## src/sv/counting_semaphore_table_core_defines.svh

```systemverilog
// Assertion macros for the counting semaphore table core.
// Used by the RTL files that carry concurrent checks; depends on aclk and aresetn.
`ifndef COUNTING_SEMAPHORE_TABLE_CORE_DEFINES_SVH
`define COUNTING_SEMAPHORE_TABLE_CORE_DEFINES_SVH

// Condition implies property in the same cycle.
`define CST_ASSERT_IMP(lbl, cond, prop) \
    lbl: assert property (@(posedge aclk) disable iff (!aresetn) (cond) |-> (prop)) \
        else $error("check failed");

// Condition implies property in the next cycle.
`define CST_ASSERT_NXT(lbl, cond, prop) \
    lbl: assert property (@(posedge aclk) disable iff (!aresetn) (cond) |=> (prop)) \
        else $error("check failed");

`endif

```

## src/sv/cst_pkg.sv

```systemverilog
// Shared types, constants and index helpers for the counting semaphore table.
// No dependencies; used by counting_semaphore_table_core.
`timescale 1ns / 1ps
package cst_pkg;

    localparam int NUM_SEMAPHORES = 16;
    localparam int QUEUE_DEPTH    = 16;

    localparam int SLOT_W  = (NUM_SEMAPHORES > 1) ? $clog2(NUM_SEMAPHORES) : 1;
    localparam int QP_W    = (QUEUE_DEPTH > 1) ? $clog2(QUEUE_DEPTH) : 1;
    localparam int QLEN_W  = $clog2(QUEUE_DEPTH + 1);
    localparam int QMEM_DEPTH = NUM_SEMAPHORES * QUEUE_DEPTH;
    localparam int QADDR_W = (QMEM_DEPTH > 1) ? $clog2(QMEM_DEPTH) : 1;

    typedef enum logic [1:0] {
        CMD_OPEN  = 2'd0,
        CMD_WAIT  = 2'd1,
        CMD_POST  = 2'd2,
        CMD_CLOSE = 2'd3
    } cmd_t;

    localparam logic [1:0] ST_OK         = 2'd0;
    localparam logic [1:0] ST_NOT_FOUND  = 2'd1;
    localparam logic [1:0] ST_TABLE_FULL = 2'd2;
    localparam logic [1:0] ST_QUEUE_FULL = 2'd3;

    typedef enum logic [2:0] {
        S_IDLE,
        S_SCAN,
        S_EXEC,
        S_QSCAN,
        S_QREAD,
        S_DONE
    } state_t;

    typedef struct packed {
        logic [1:0]  command;
        logic [63:0] name_key;
        logic [15:0] init_value;
        logic [7:0]  caller_pid;
    } in_t;

    typedef struct packed {
        logic [1:0] status;
        logic       caller_blocked;
        logic       woken_valid;
        logic [7:0] woken_pid;
    } out_t;

    // Reduce a pointer sum below twice the depth into the ring.
    function automatic logic [QP_W-1:0] qwrap(input logic [QLEN_W:0] v);
        logic [QLEN_W:0] r;
        r = v;
        if (v >= (QLEN_W+1)'(QUEUE_DEPTH)) begin
            r = v - (QLEN_W+1)'(QUEUE_DEPTH);
        end
        return r[QP_W-1:0];
    endfunction

    function automatic logic [QADDR_W-1:0] qaddr(input logic [SLOT_W-1:0] slot,
                                                 input logic [QP_W-1:0] ptr);
        return QADDR_W'(slot) * QADDR_W'(QUEUE_DEPTH) + QADDR_W'(ptr);
    endfunction

endpackage

```

## src/sv/cst_queue_ram.sv

```systemverilog
// Simple dual-port RAM holding the wait queues of all slots.
// Generic; one write port, one registered read port.
`timescale 1ns / 1ps
module cst_queue_ram #(
    parameter int DEPTH = 256,
    parameter int AW    = 8,
    parameter int DW    = 8
) (
    input  logic          aclk,
    input  logic          we,
    input  logic [AW-1:0] waddr,
    input  logic [DW-1:0] wdata,
    input  logic [AW-1:0] raddr,
    output logic [DW-1:0] rdata
);
    logic [DW-1:0] mem [DEPTH];

    always_ff @(posedge aclk) begin
        if (we) begin
            mem[waddr] <= wdata;
        end
        rdata <= mem[raddr];
    end
endmodule

```

## src/sv/counting_semaphore_table_core.sv

```systemverilog
// Counting semaphore table: key lookup sequencer, slot state and queue RAM.
// Depends on cst_pkg, cst_queue_ram and counting_semaphore_table_core_defines.svh.
`timescale 1ns / 1ps
`include "counting_semaphore_table_core_defines.svh"
// Usage:
//   s_valid/s_ready/s_data carry one command item (open, wait, post, close)
//   with its 64-bit name key, initial count and caller pid. m_valid/m_ready/
//   m_data return exactly one result item per command.
//   s_ready is high only while the sequencer is idle; one item is in work
//   at a time.
//   Flow: an accepted item's key search walks the slot table one entry per
//   cycle through a single 64-bit comparator and stops at the first match
//   (every slot on a miss); then the item is executed and handed off. A wait
//   that finds the count at zero with a non-empty queue walks the queue RAM
//   one entry per cycle, up to QUEUE_DEPTH entries; a post with waiters adds
//   a queue RAM read (S_QREAD) before the hand-off.
//   Reset (aresetn low, synchronous) frees every slot and empties every queue
//   at once; no clearing pass is needed.
//   If the receiver stalls, the result waits in the output register and the
//   sequencer holds its finished result until the register frees.
module counting_semaphore_table_core (
    input  logic           aclk,
    input  logic           aresetn,
    input  logic           s_valid,
    output logic           s_ready,
    input  cst_pkg::in_t   s_data,
    output logic           m_valid,
    input  logic           m_ready,
    output cst_pkg::out_t  m_data
);
    localparam int N  = cst_pkg::NUM_SEMAPHORES;
    localparam int SW = cst_pkg::SLOT_W;
    localparam int PW = cst_pkg::QP_W;
    localparam int LW = cst_pkg::QLEN_W;
    localparam int AW = cst_pkg::QADDR_W;
    localparam logic [SW-1:0] LAST_SLOT = SW'(N - 1);

    // Slot table
    logic          used_reg  [N];
    logic [63:0]   key_reg   [N];
    logic [15:0]   count_reg [N];
    logic [7:0]    opens_reg [N];
    logic [LW-1:0] qlen_reg  [N];
    logic [PW-1:0] head_reg  [N];

    // Sequencer
    cst_pkg::state_t state_reg, state_next;
    cst_pkg::in_t    req_reg, req_next;
    cst_pkg::out_t   res_reg, res_next;
    logic [SW-1:0]   idx_reg, idx_next;
    logic            hit_reg, hit_next;
    logic [SW-1:0]   hit_slot_reg, hit_slot_next;
    logic            free_ok_reg, free_ok_next;
    logic [SW-1:0]   free_slot_reg, free_slot_next;
    logic [LW-1:0]   qi_reg, qi_next;
    logic            m_valid_reg, m_valid_next;
    cst_pkg::out_t   m_data_reg, m_data_next;

    // Slot update strobes from the sequencer
    typedef struct packed {
        logic [SW-1:0] slot;
        logic          we_create;
        logic          we_free;
        logic          we_count;
        logic [15:0]   count;
        logic          we_opens;
        logic [7:0]    opens;
        logic          we_queue;
        logic [LW-1:0] qlen;
        logic [PW-1:0] head;
    } upd_t;
    upd_t upd;

    logic            q_we;
    logic [AW-1:0]   q_waddr;
    logic [AW-1:0]   q_raddr;
    logic [7:0]      q_rdata;
    logic [LW-1:0]   rd_i;

    logic [15:0]   cur_count;
    logic [7:0]    cur_opens;
    logic [LW-1:0] cur_qlen;
    logic [PW-1:0] cur_head;
    logic [PW-1:0] tail_ptr;

    assign cur_count = count_reg[hit_slot_reg];
    assign cur_opens = opens_reg[hit_slot_reg];
    assign cur_qlen  = qlen_reg[hit_slot_reg];
    assign cur_head  = head_reg[hit_slot_reg];
    assign tail_ptr  = cst_pkg::qwrap((LW+1)'(cur_head) + (LW+1)'(cur_qlen));
    assign q_raddr   = cst_pkg::qaddr(hit_slot_reg,
                           cst_pkg::qwrap((LW+1)'(cur_head) + (LW+1)'(rd_i)));
    assign q_waddr   = cst_pkg::qaddr(hit_slot_reg, tail_ptr);

    cst_queue_ram #(
        .DEPTH (cst_pkg::QMEM_DEPTH),
        .AW    (AW),
        .DW    (8)
    ) u_queue_ram (
        .aclk  (aclk),
        .we    (q_we),
        .waddr (q_waddr),
        .wdata (req_reg.caller_pid),
        .raddr (q_raddr),
        .rdata (q_rdata)
    );

    assign s_ready = (state_reg == cst_pkg::S_IDLE);
    assign m_valid = m_valid_reg;
    assign m_data  = m_data_reg;

    always_ff @(posedge aclk) begin
        if (!aresetn) begin
            state_reg    <= cst_pkg::S_IDLE;
            m_valid_reg  <= 1'b0;
            hit_slot_reg <= '0;
        end else begin
            state_reg    <= state_next;
            m_valid_reg  <= m_valid_next;
            hit_slot_reg <= hit_slot_next;
        end
        req_reg       <= req_next;
        res_reg       <= res_next;
        idx_reg       <= idx_next;
        hit_reg       <= hit_next;
        free_ok_reg   <= free_ok_next;
        free_slot_reg <= free_slot_next;
        qi_reg        <= qi_next;
        m_data_reg    <= m_data_next;
    end

    // Slot table writes
    always_ff @(posedge aclk) begin
        if (!aresetn) begin
            for (int i = 0; i < N; i++) begin
                used_reg[i] <= 1'b0;
                qlen_reg[i] <= '0;
            end
        end else begin
            if (upd.we_create) begin
                used_reg[upd.slot] <= 1'b1;
                key_reg[upd.slot]  <= req_reg.name_key;
            end
            if (upd.we_free) begin
                used_reg[upd.slot] <= 1'b0;
            end
            if (upd.we_count) begin
                count_reg[upd.slot] <= upd.count;
            end
            if (upd.we_opens) begin
                opens_reg[upd.slot] <= upd.opens;
            end
            if (upd.we_queue) begin
                qlen_reg[upd.slot] <= upd.qlen;
                head_reg[upd.slot] <= upd.head;
            end
        end
    end

    always_comb begin
        state_next     = state_reg;
        req_next       = req_reg;
        res_next       = res_reg;
        idx_next       = idx_reg;
        hit_next       = hit_reg;
        hit_slot_next  = hit_slot_reg;
        free_ok_next   = free_ok_reg;
        free_slot_next = free_slot_reg;
        qi_next        = qi_reg;
        m_valid_next   = m_valid_reg;
        m_data_next    = m_data_reg;
        rd_i           = '0;
        q_we           = 1'b0;
        upd            = '0;
        upd.slot       = hit_slot_reg;
        upd.count      = cur_count;
        upd.opens      = cur_opens;
        upd.qlen       = cur_qlen;
        upd.head       = cur_head;

        // Drop the output item once taken
        if (m_valid_reg && m_ready) begin
            m_valid_next = 1'b0;
        end

        case (state_reg)
            cst_pkg::S_IDLE: begin
                if (s_valid) begin
                    req_next     = s_data;
                    idx_next     = '0;
                    hit_next     = 1'b0;
                    free_ok_next = 1'b0;
                    res_next     = '0;
                    state_next   = cst_pkg::S_SCAN;
                end
            end
            cst_pkg::S_SCAN: begin
                // One slot per cycle through the shared key comparator
                if (used_reg[idx_reg] && key_reg[idx_reg] == req_reg.name_key) begin
                    hit_next      = 1'b1;
                    hit_slot_next = idx_reg;
                    state_next    = cst_pkg::S_EXEC;
                end else begin
                    if (!used_reg[idx_reg] && !free_ok_reg) begin
                        free_ok_next   = 1'b1;
                        free_slot_next = idx_reg;
                    end
                    if (idx_reg == LAST_SLOT) begin
                        state_next = cst_pkg::S_EXEC;
                    end else begin
                        idx_next = idx_reg + 1'b1;
                    end
                end
            end
            cst_pkg::S_EXEC: begin
                state_next = cst_pkg::S_DONE;
                if (req_reg.command == cst_pkg::CMD_OPEN) begin
                    if (hit_reg) begin
                        upd.we_opens = (cur_opens != 8'hFF);
                        upd.opens    = cur_opens + 8'd1;
                    end else if (free_ok_reg) begin
                        upd.slot      = free_slot_reg;
                        upd.we_create = 1'b1;
                        upd.we_count  = 1'b1;
                        upd.count     = req_reg.init_value;
                        upd.we_opens  = 1'b1;
                        upd.opens     = 8'd1;
                        upd.we_queue  = 1'b1;
                        upd.qlen      = '0;
                        upd.head      = '0;
                    end else begin
                        res_next.status = cst_pkg::ST_TABLE_FULL;
                    end
                end else if (!hit_reg) begin
                    res_next.status = cst_pkg::ST_NOT_FOUND;
                end else if (req_reg.command == cst_pkg::CMD_WAIT) begin
                    if (cur_count != 16'd0) begin
                        upd.we_count = 1'b1;
                        upd.count    = cur_count - 16'd1;
                    end else if (cur_qlen == '0) begin
                        // Empty queue: push without a search
                        q_we                    = 1'b1;
                        upd.we_queue            = 1'b1;
                        upd.qlen                = LW'(1);
                        res_next.caller_blocked = 1'b1;
                    end else begin
                        // Start the duplicate search at the head
                        rd_i       = '0;
                        qi_next    = '0;
                        state_next = cst_pkg::S_QSCAN;
                    end
                end else if (req_reg.command == cst_pkg::CMD_POST) begin
                    if (cur_qlen != '0) begin
                        rd_i       = '0;
                        state_next = cst_pkg::S_QREAD;
                    end else begin
                        upd.we_count = (cur_count != 16'hFFFF);
                        upd.count    = cur_count + 16'd1;
                    end
                end else begin
                    upd.we_opens = 1'b1;
                    upd.opens    = (cur_opens != 8'd0) ? cur_opens - 8'd1 : 8'd0;
                    if (cur_opens <= 8'd1) begin
                        upd.we_free  = 1'b1;
                        upd.we_queue = 1'b1;
                        upd.qlen     = '0;
                    end
                end
            end
            cst_pkg::S_QSCAN: begin
                // q_rdata holds entry qi_reg; fetch the next one meanwhile
                rd_i = qi_reg + 1'b1;
                if (q_rdata == req_reg.caller_pid) begin
                    res_next.caller_blocked = 1'b1;
                    state_next              = cst_pkg::S_DONE;
                end else if (qi_reg + 1'b1 == cur_qlen) begin
                    state_next = cst_pkg::S_DONE;
                    if (cur_qlen == LW'(cst_pkg::QUEUE_DEPTH)) begin
                        res_next.status = cst_pkg::ST_QUEUE_FULL;
                    end else begin
                        q_we                    = 1'b1;
                        upd.we_queue            = 1'b1;
                        upd.qlen                = cur_qlen + 1'b1;
                        res_next.caller_blocked = 1'b1;
                    end
                end else begin
                    qi_next = qi_reg + 1'b1;
                end
            end
            cst_pkg::S_QREAD: begin
                // Pop the oldest waiter
                res_next.woken_valid = 1'b1;
                res_next.woken_pid   = q_rdata;
                upd.we_queue         = 1'b1;
                upd.qlen             = cur_qlen - 1'b1;
                upd.head             = cst_pkg::qwrap((LW+1)'(cur_head) + (LW+1)'(1));
                state_next           = cst_pkg::S_DONE;
            end
            cst_pkg::S_DONE: begin
                // Hold the result until the output register frees
                if (!m_valid_reg || m_ready) begin
                    m_valid_next = 1'b1;
                    m_data_next  = res_reg;
                    state_next   = cst_pkg::S_IDLE;
                end
            end
            default: begin
                state_next = cst_pkg::S_IDLE;
            end
        endcase
    end

    `CST_ASSERT_NXT(a_accept_starts_scan, s_valid && s_ready, state_reg == cst_pkg::S_SCAN)
    `CST_ASSERT_IMP(a_qlen_bound, 1'b1, qlen_reg[hit_slot_reg] <= LW'(cst_pkg::QUEUE_DEPTH))
    `CST_ASSERT_IMP(a_wake_is_ok, m_valid && m_data.woken_valid, m_data.status == cst_pkg::ST_OK)
    `CST_ASSERT_IMP(a_block_xor_wake, m_valid, !(m_data.caller_blocked && m_data.woken_valid))
endmodule
```

## config.mk

```make
export PLATFORM = sky130hd
export DESIGN_NAME = counting_semaphore_table_core
export DESIGN_NICKNAME = d
export VERILOG_FILES = /design/src/sv/cst_pkg.sv /design/src/sv/cst_queue_ram.sv /design/src/sv/counting_semaphore_table_core.sv
export VERILOG_INCLUDE_DIRS = /design/src /design/src/sv
export SDC_FILE = /design/constraint.sdc
export NUM_CORES = 2
export LEC_CHECK = 0
export ABC_AREA = 1
export BUFFER_PORTS_ARGS = -buffer_cell sky130_fd_sc_hd__buf_2
export CAP_MARGIN = 5
export CORE_AREA = 2 2 792 794
export DETAILED_ROUTE_END_ITERATION = 16
export DIE_AREA = 0 0 794 796
export PLACE_DENSITY = 0.52
export SLEW_MARGIN = 20
export SYNTH_ARGS = -nofsm -noshare
export SYNTH_HDL_FRONTEND = slang
export SYNTH_SLANG_ARGS = --single-unit
```

## constraint.sdc

```tcl
create_clock -name aclk -period 6.4 [get_ports aclk]
set_clock_uncertainty 0.15 [all_clocks]
set_input_delay 0.32 -clock aclk [delete_from_list [all_inputs] [get_ports aclk]]
set_output_delay 0.32 -clock aclk [all_outputs]
set_load 0.005 [all_outputs]
```

==> Word level (Yosys, flattened, before mapping) <==
Memories as Yosys holds them, arrays and structs flattened. A register that Yosys moved wholly into a read port is not among the register bits.
Cells that the tools add are included.
{ "word_totals": {"regBits": 137, "ram_bits": 3616, "in_bits": 94, "output_inout_bits": 14, "wordCells": 246, "n_memories": 7} }
{ "mem_list": {"columns": ["name", "depth", "word_bits", "rd", "rd_ports_with_merged_regs", "write_ports", "line", "source"], "rows": [
  ["u_queue_ram.mem", 256, 8, 1, 1, 1, "cst_queue_ram.sv:16", "logic [DW-1:0] mem [DEPTH];"],
  ["key_reg", 16, 64, 1, 1, 1, "counting_semaphore_table_core.sv:40", "logic [63:0] key_reg [N];"],
  ["count_reg", 16, 16, 1, 1, 1, "counting_semaphore_table_core.sv:41", "logic [15:0] count_reg [N];"],
  ["opens_reg", 16, 8, 1, 1, 1, "counting_semaphore_table_core.sv:42", "logic [7:0] opens_reg [N];"],
  ["qlen_reg", 16, 5, 1, 1, 16, "counting_semaphore_table_core.sv:43", "logic [LW-1:0] qlen_reg [N];"],
  ["head_reg", 16, 4, 1, 1, 1, "counting_semaphore_table_core.sv:44", "logic [PW-1:0] head_reg [N];"],
  ["+1 memories", null, null, null, null, null, null, null]
]} }
{ "classes": {"add_sub_neg": 16, "order_cmp": 4, "n_eq_ne": 35, "muxes": 131, "n_bitwise": 2, "n_reduce_logical": 31} }
{ "op_table": {"columns": ["cell", "count"], "rows": [
  ["17-bit 2-to-1 mux", 5],
  ["4-bit 2-to-1 mux", 19],
  ["64-bit == test", 1],
  ["32-bit 2-to-1 mux", 2],
  ["5-bit 2-to-1 mux", 12],
  ["1-bit 2-to-1 mux", 50],
  ["6-bit 2-to-1 mux", 7],
  ["3-bit 2-to-1 mux", 12],
  ["36-bit 2-to-1 mux", 1],
  ["2-bit inequality test, second input constant", 17],
  ["33-bit 2-to-1 mux", 1],
  ["9-bit 2-to-1 mux", 2],
  ["3-bit one-hot mux with 6 select lines", 1],
  ["6-bit one-hot mux with 3 select lines", 1],
  ["9-bit one-hot mux with 2 select lines", 1],
  ["16-bit by 1-bit adder with 16-bit output, second input constant", 1],
  ["8-bit by 4-bit adder with 8-bit output", 2],
  ["16-bit inequality test, second input constant", 1],
  ["4-bit one-hot mux with 2 select lines", 2],
  ["16-bit nonzero test", 1],
  ["16-bit by 1-bit subtractor with 16-bit output, second input constant", 1],
  ["15-bit 2-to-1 mux", 1],
  ["4-bit by 5-bit adder with 6-bit output", 2],
  ["6-bit by 5-bit >= comparator with 1-bit output, second input constant", 2],
  ["other kinds (47)", 74]
]} }

==> Depth between registers and ports, before layout <==
{ "logic_depth": {"ltp_word": 13, "depth_mapped": 29, "ltp_nobuf": 20} }

==> Modules after synthesis <==
A second synthesis with hierarchy kept.
{ "hier_totals": {"hier_cells": 13558, "area_unflattened_um2": 156585.2} }
{ "modules_own_cells": {"columns": ["mod", "n_inst", "cells_per_inst", "area_each_um2", "seq_area_each_um2"], "rows": [
  ["cst_queue_ram", 1, 7003, 83396.2, 61659.1],
  ["counting_semaphore_table_core", 1, 6555, 73188.9, 51119.0]
]} }

==> Least setup slack after synthesis <==
Ideal clock, no wire load.
{ "synth_timing": {"path_type": "register -> register", "start": "reg state_reg[1]", "end": "reg idx_reg[0] (enable)", "setup_ns": 0.346, "arrival_time_ns": 5.502, "t_required_ns": 5.904, "path_slack_ns": 0.403, "path_stages_with_launch": 8, "n_path_buf": 0, "period_less_slack_ns": 5.997, "cell_sequence": "dfxtp_1 nor2_1 inv_1 nor2_1 inv_1 nor2_1 inv_1 nand2_1"} }
{ "synth_between": {"elab_chain_len": 3, "elab_cells_between_ends": 7, "classes_between": "4 x eq/ne; 3 x reduce/logical"} }
{ "synth_lines": {"columns": ["element", "line", "source"], "rows": [
  ["start: declaration", "counting_semaphore_table_core.sv:47", "cst_pkg::state_t state_reg, state_next;"],
  ["start signal: assignment", "counting_semaphore_table_core.sv:114", "state_reg <= cst_pkg::S_IDLE;"],
  ["start signal: assignment", "counting_semaphore_table_core.sv:118", "state_reg <= state_next;"],
  ["3-bit zero test *", null, null],
  ["named net s_ready", "counting_semaphore_table_core.sv:25", "output logic s_ready,"],
  ["2-bit inequality test (no source line) or 2-bit nonzero test (tied branches)", null, null],
  ["4-bit AND reduction (no source line) *", null, null],
  ["end signal: assignment", "counting_semaphore_table_core.sv:124", "idx_reg <= idx_next;"],
  ["end: declaration", "counting_semaphore_table_core.sv:50", "logic [SW-1:0] idx_reg, idx_next;"]
]} }
The timed path passes the listed nets; every way through them passes the cells marked *.
A chain may end at the register's enable or synchronous reset.

==> flow_metrics.env <==
export IMPL_finish_utilization_pct=29.1
export IMPL_detailedRoute_firstIterationViolations=11300
export IMPL_switchingPower_mw=23.3
export IMPL_syn_area_sq_um=155000
export IMPL_stdcell_area_sq_um=181000
export IMPL_fin_ws_ns=0.586
export IMPL_syn_nets=13000
export IMPL_largest_register_ff_count=2048
export IMPL_synth_edf_count=3729
export IMPL_combinationalPowerShare_pct=25.8
export IMPL_p_int_mw=46.0
export IMPL_power_density_nw_per_um2=382
export IMPL_chipHeight_um=796
export IMPL_p_clk_share_pct=31.9
export IMPL_grt_pass1_wl_um=684000
export IMPL_die_x_um=794
export IMPL_slew_viol_final=0
export IMPL_worst_setup_path_end_kind="flip-flop"
export IMPL_layout_cells_most_common="edfxtp_1"
export IMPL_worst_slew_pin_transition_ns=1.13
export IMPL_crit_type="flip-flop to flip-flop"
export IMPL_design_portCount=108
export IMPL_post_cts_setup_buffer_count=0
export IMPL_grt_max_degree=213
export IMPL_hold_viol_final=0
export IMPL_critical_path_maximum_fanout=54
export IMPL_area_of_the_die_sq_um=632000
export IMPL_critical_path_slowest_cell="fa_4"
export IMPL_area_overhead_vs_synth_pct=16.8
export IMPL_postSynth_asyncResetShare_pct=0
export IMPL_numClockSinks=3769
export IMPL_layout_drive_gt1_share_pct=9.66
export IMPL_slew_limit_headroom_pct=24.8
export IMPL_avgSynthCellArea_sq_um=12.0
export IMPL_dpl_instance_area_sq_um=167000
export IMPL_synthesis_instances=12900
export IMPL_routed_via_density=4.67
export IMPL_finalCriticalPeriod_ns=5.81
export IMPL_core_area_sq_um=623000
export IMPL_swShare_pct=33.6
export IMPL_hold_path_class="input pin to flip-flop"
export IMPL_setup_violations=0
export IMPL_cp_start_kind="flip-flop"
export IMPL_first_global_vias=98200
export IMPL_detailedRoute_firstPassIterationCount=6
export IMPL_power_leakage_nw=60.4
export IMPL_ant_nets=0
export IMPL_dp_cells=21000
export IMPL_drt_wirelength_per_cell_um=21.6
export IMPL_initial_utilization_pct=24.9
export IMPL_cts_root_buf="clkbuf_16"
export IMPL_routed_wirelength_um=471000
export IMPL_clk_path_buf_depth=4
export IMPL_preCtsSetupSlack_ns=0.578
export IMPL_post_synth_num_cell_types=48
export IMPL_resize_count_post_cts=0
export IMPL_via_count=102000
export IMPL_synthFlopType="edfxtp_1"
export IMPL_critical_path_required_ns=7.10
export IMPL_timing_critical_path_slowest_cell_delay_ns=1.00
export IMPL_ys_seq_elements=3769
export IMPL_finalHoldWorstSlack_ns=0.123
export IMPL_finalNonFillerCells=21900
export IMPL_irDropWorstVdd_mv=0.255
export IMPL_detail_route_drc_violations=0
export IMPL_fin_nets=13300
export IMPL_min_period_over_period_pct=90.8
export IMPL_std_cell_rows=290
export IMPL_cp_cell_sequence="buf_4 -> o21ai_0 -> o221ai_1 -> o211ai_1 -> nand2_1 -> ha_4 -> inv_1 -> fa_4 -> inv_8 -> buf_12 -> buf_4 -> o21ai_0 -> o22ai_1 -> mux2_2 -> o211ai_1 -> nand2_1 -> nor2_1 -> nor2_1 -> nor2_1 -> nand2_1"
export IMPL_detailed_place_hpwl_um=269000
export IMPL_numCtsBuffers=378
export IMPL_hold_buffers=177
export IMPL_clock_tree_from_tritoncts="done"
export IMPL_power_total_mw=69.3
export IMPL_most_frequent_cells_in_the_layout="edfxtp_1 (3729), nor2_1 (2516), o21ai_0 (1602)"
export IMPL_worst_setup_hold_path_clk_slew_ns=0.06
export IMPL_h_tree_depth=5
export IMPL_buffer_ports_inserted=107
export IMPL_gp_congestion=0.859
export IMPL_clock_latency_of_the_later_clocked_register_in_the_worst_skew_pair_ns=1.04
export IMPL_ys_warn_count=0
export IMPL_synth_sequential_area_ratio_pct=72.6
export IMPL_maxCapViolCount=0
export IMPL_grt_util_all_layers_pct=14.2
export IMPL_achievable_frequency_mhz=172
export IMPL_number_of_antenna_violations_at_the_first_check_in_global_routing=23
export IMPL_cp_data_arrival_time_ns=6.52
export IMPL_setup_total_negative_slack_ns=0
export IMPL_grt_setup_unrepaired="no"
export IMPL_grt_remaining_overflow=0
export IMPL_status="finished clean"
export IMPL_sequentialPowerShare_pct=42.3
## cell families (layout without fill, tap and decap cells)
family | after synthesis | count (layout) | synth area share [%]
other | 0 | 7 | 0
xor gates and xnor gates | 18 | 18 | 0.102
and+or+nand+nor | 5094 | 5094 | 13.4
adders and majority gates | 24 | 24 | 0.203
muxes | 137 | 137 | 0.992
buffers and inverters | 1331 | 1933 | 3.41
AOI/OAI and AO/OA | 2556 | 2556 | 9.24
DFF | 3769 | 3769 | 72.6
## layer usage
layer | track usage [%] | up-vias | part of all wire, %
met5 | 0 | - | 0.0070
met1 | 19.7 | 51200 | 44
met4 | 4.18 | 4 | 3.0
li1 | - | 46900 | -
met2 | 23.3 | 3234 | 47
met3 | 1.88 | 661 | 6.1
## cell type report
type                            instances  area (sq um)
Fill cell                           63500        441000
Sequential cell                      3769        113000
Multi-Input combinational cell       7829         37500
Tap cell                             8322         10400
Clock buffer                          487          9950
Timing Repair Buffer                  723          6540
Clock inverter                        207          2180
Inverter                              516          1980
Antenna cell                            7          17.5
## critical path: cells and delay by family (launching register included)
family | cells | cell delay (ns)
flip-flops | 1 | 0.49
multiplexers | 1 | 0.27
buffers and inverters | 5 | 1.06
AND/OR/NAND/NOR | 6 | 1.46
AO/OA/AOI/OAI | 6 | 0.94
adder cells (fa/ha/maj) | 2 | 1.18
## final timing paths
check	startpoint	endpoint	slack [ns]	cells past startpoint
worst max-delay path	flip-flop	u_queue_ram.rdata[1]$_DFF_P_	0.59	20
worst min-delay path	s_data[2]	req_reg[2]$_DFFE_PP_	0.12	2
worst max register to register	flip-flop	u_queue_ram.rdata[1]$_DFF_P_	0.59	20
worst min register to register	res_reg[10]$_DFFE_PP_	m_data[10]$_DFFE_PP_	0.27	0
## power by group through the flow
| stage | Sequential (mW) | Combinational (mW) | Clock, mW |
|---|---|---|---|
| finish | 29.3 | 17.9 | 22.1 |
| global route | 29.4 | 19.6 | 23.4 |
| CTS | 29.3 | 18.0 | 22.5 |
| detailed placement | 29.8 | 17.8 | 0 |
| global placement | 29.8 | 17.8 | 0 |
| floorplan | 30.0 | 10.7 | 0 |
## cell usage after synthesis (22+ instances only)
cell | count | area share, %
a21oi_1 | 82 | 0.26
buf_1 | 61 | 0.15
buf_2 | 95 | 0.31
buf_4 | 23 | 0.11
clkbuf_1 | 625 | 1.5
dfxtp_1 | 40 | 0.52
edfxtp_1 | 3729 | 72
ha_1 | 22 | 0.18
inv_1 | 508 | 1.2
mux2_2 | 136 | 0.99
nand2_1 | 1507 | 3.6
nand2b_1 | 120 | 0.48
nand3_1 | 815 | 2.6
nand4_1 | 29 | 0.12
nor2_1 | 2557 | 6.2
o211ai_1 | 303 | 1.5
o21ai_0 | 1606 | 5.2
o22ai_1 | 515 | 2.1
Note: power is estimated with default switching activity, not from simulation.
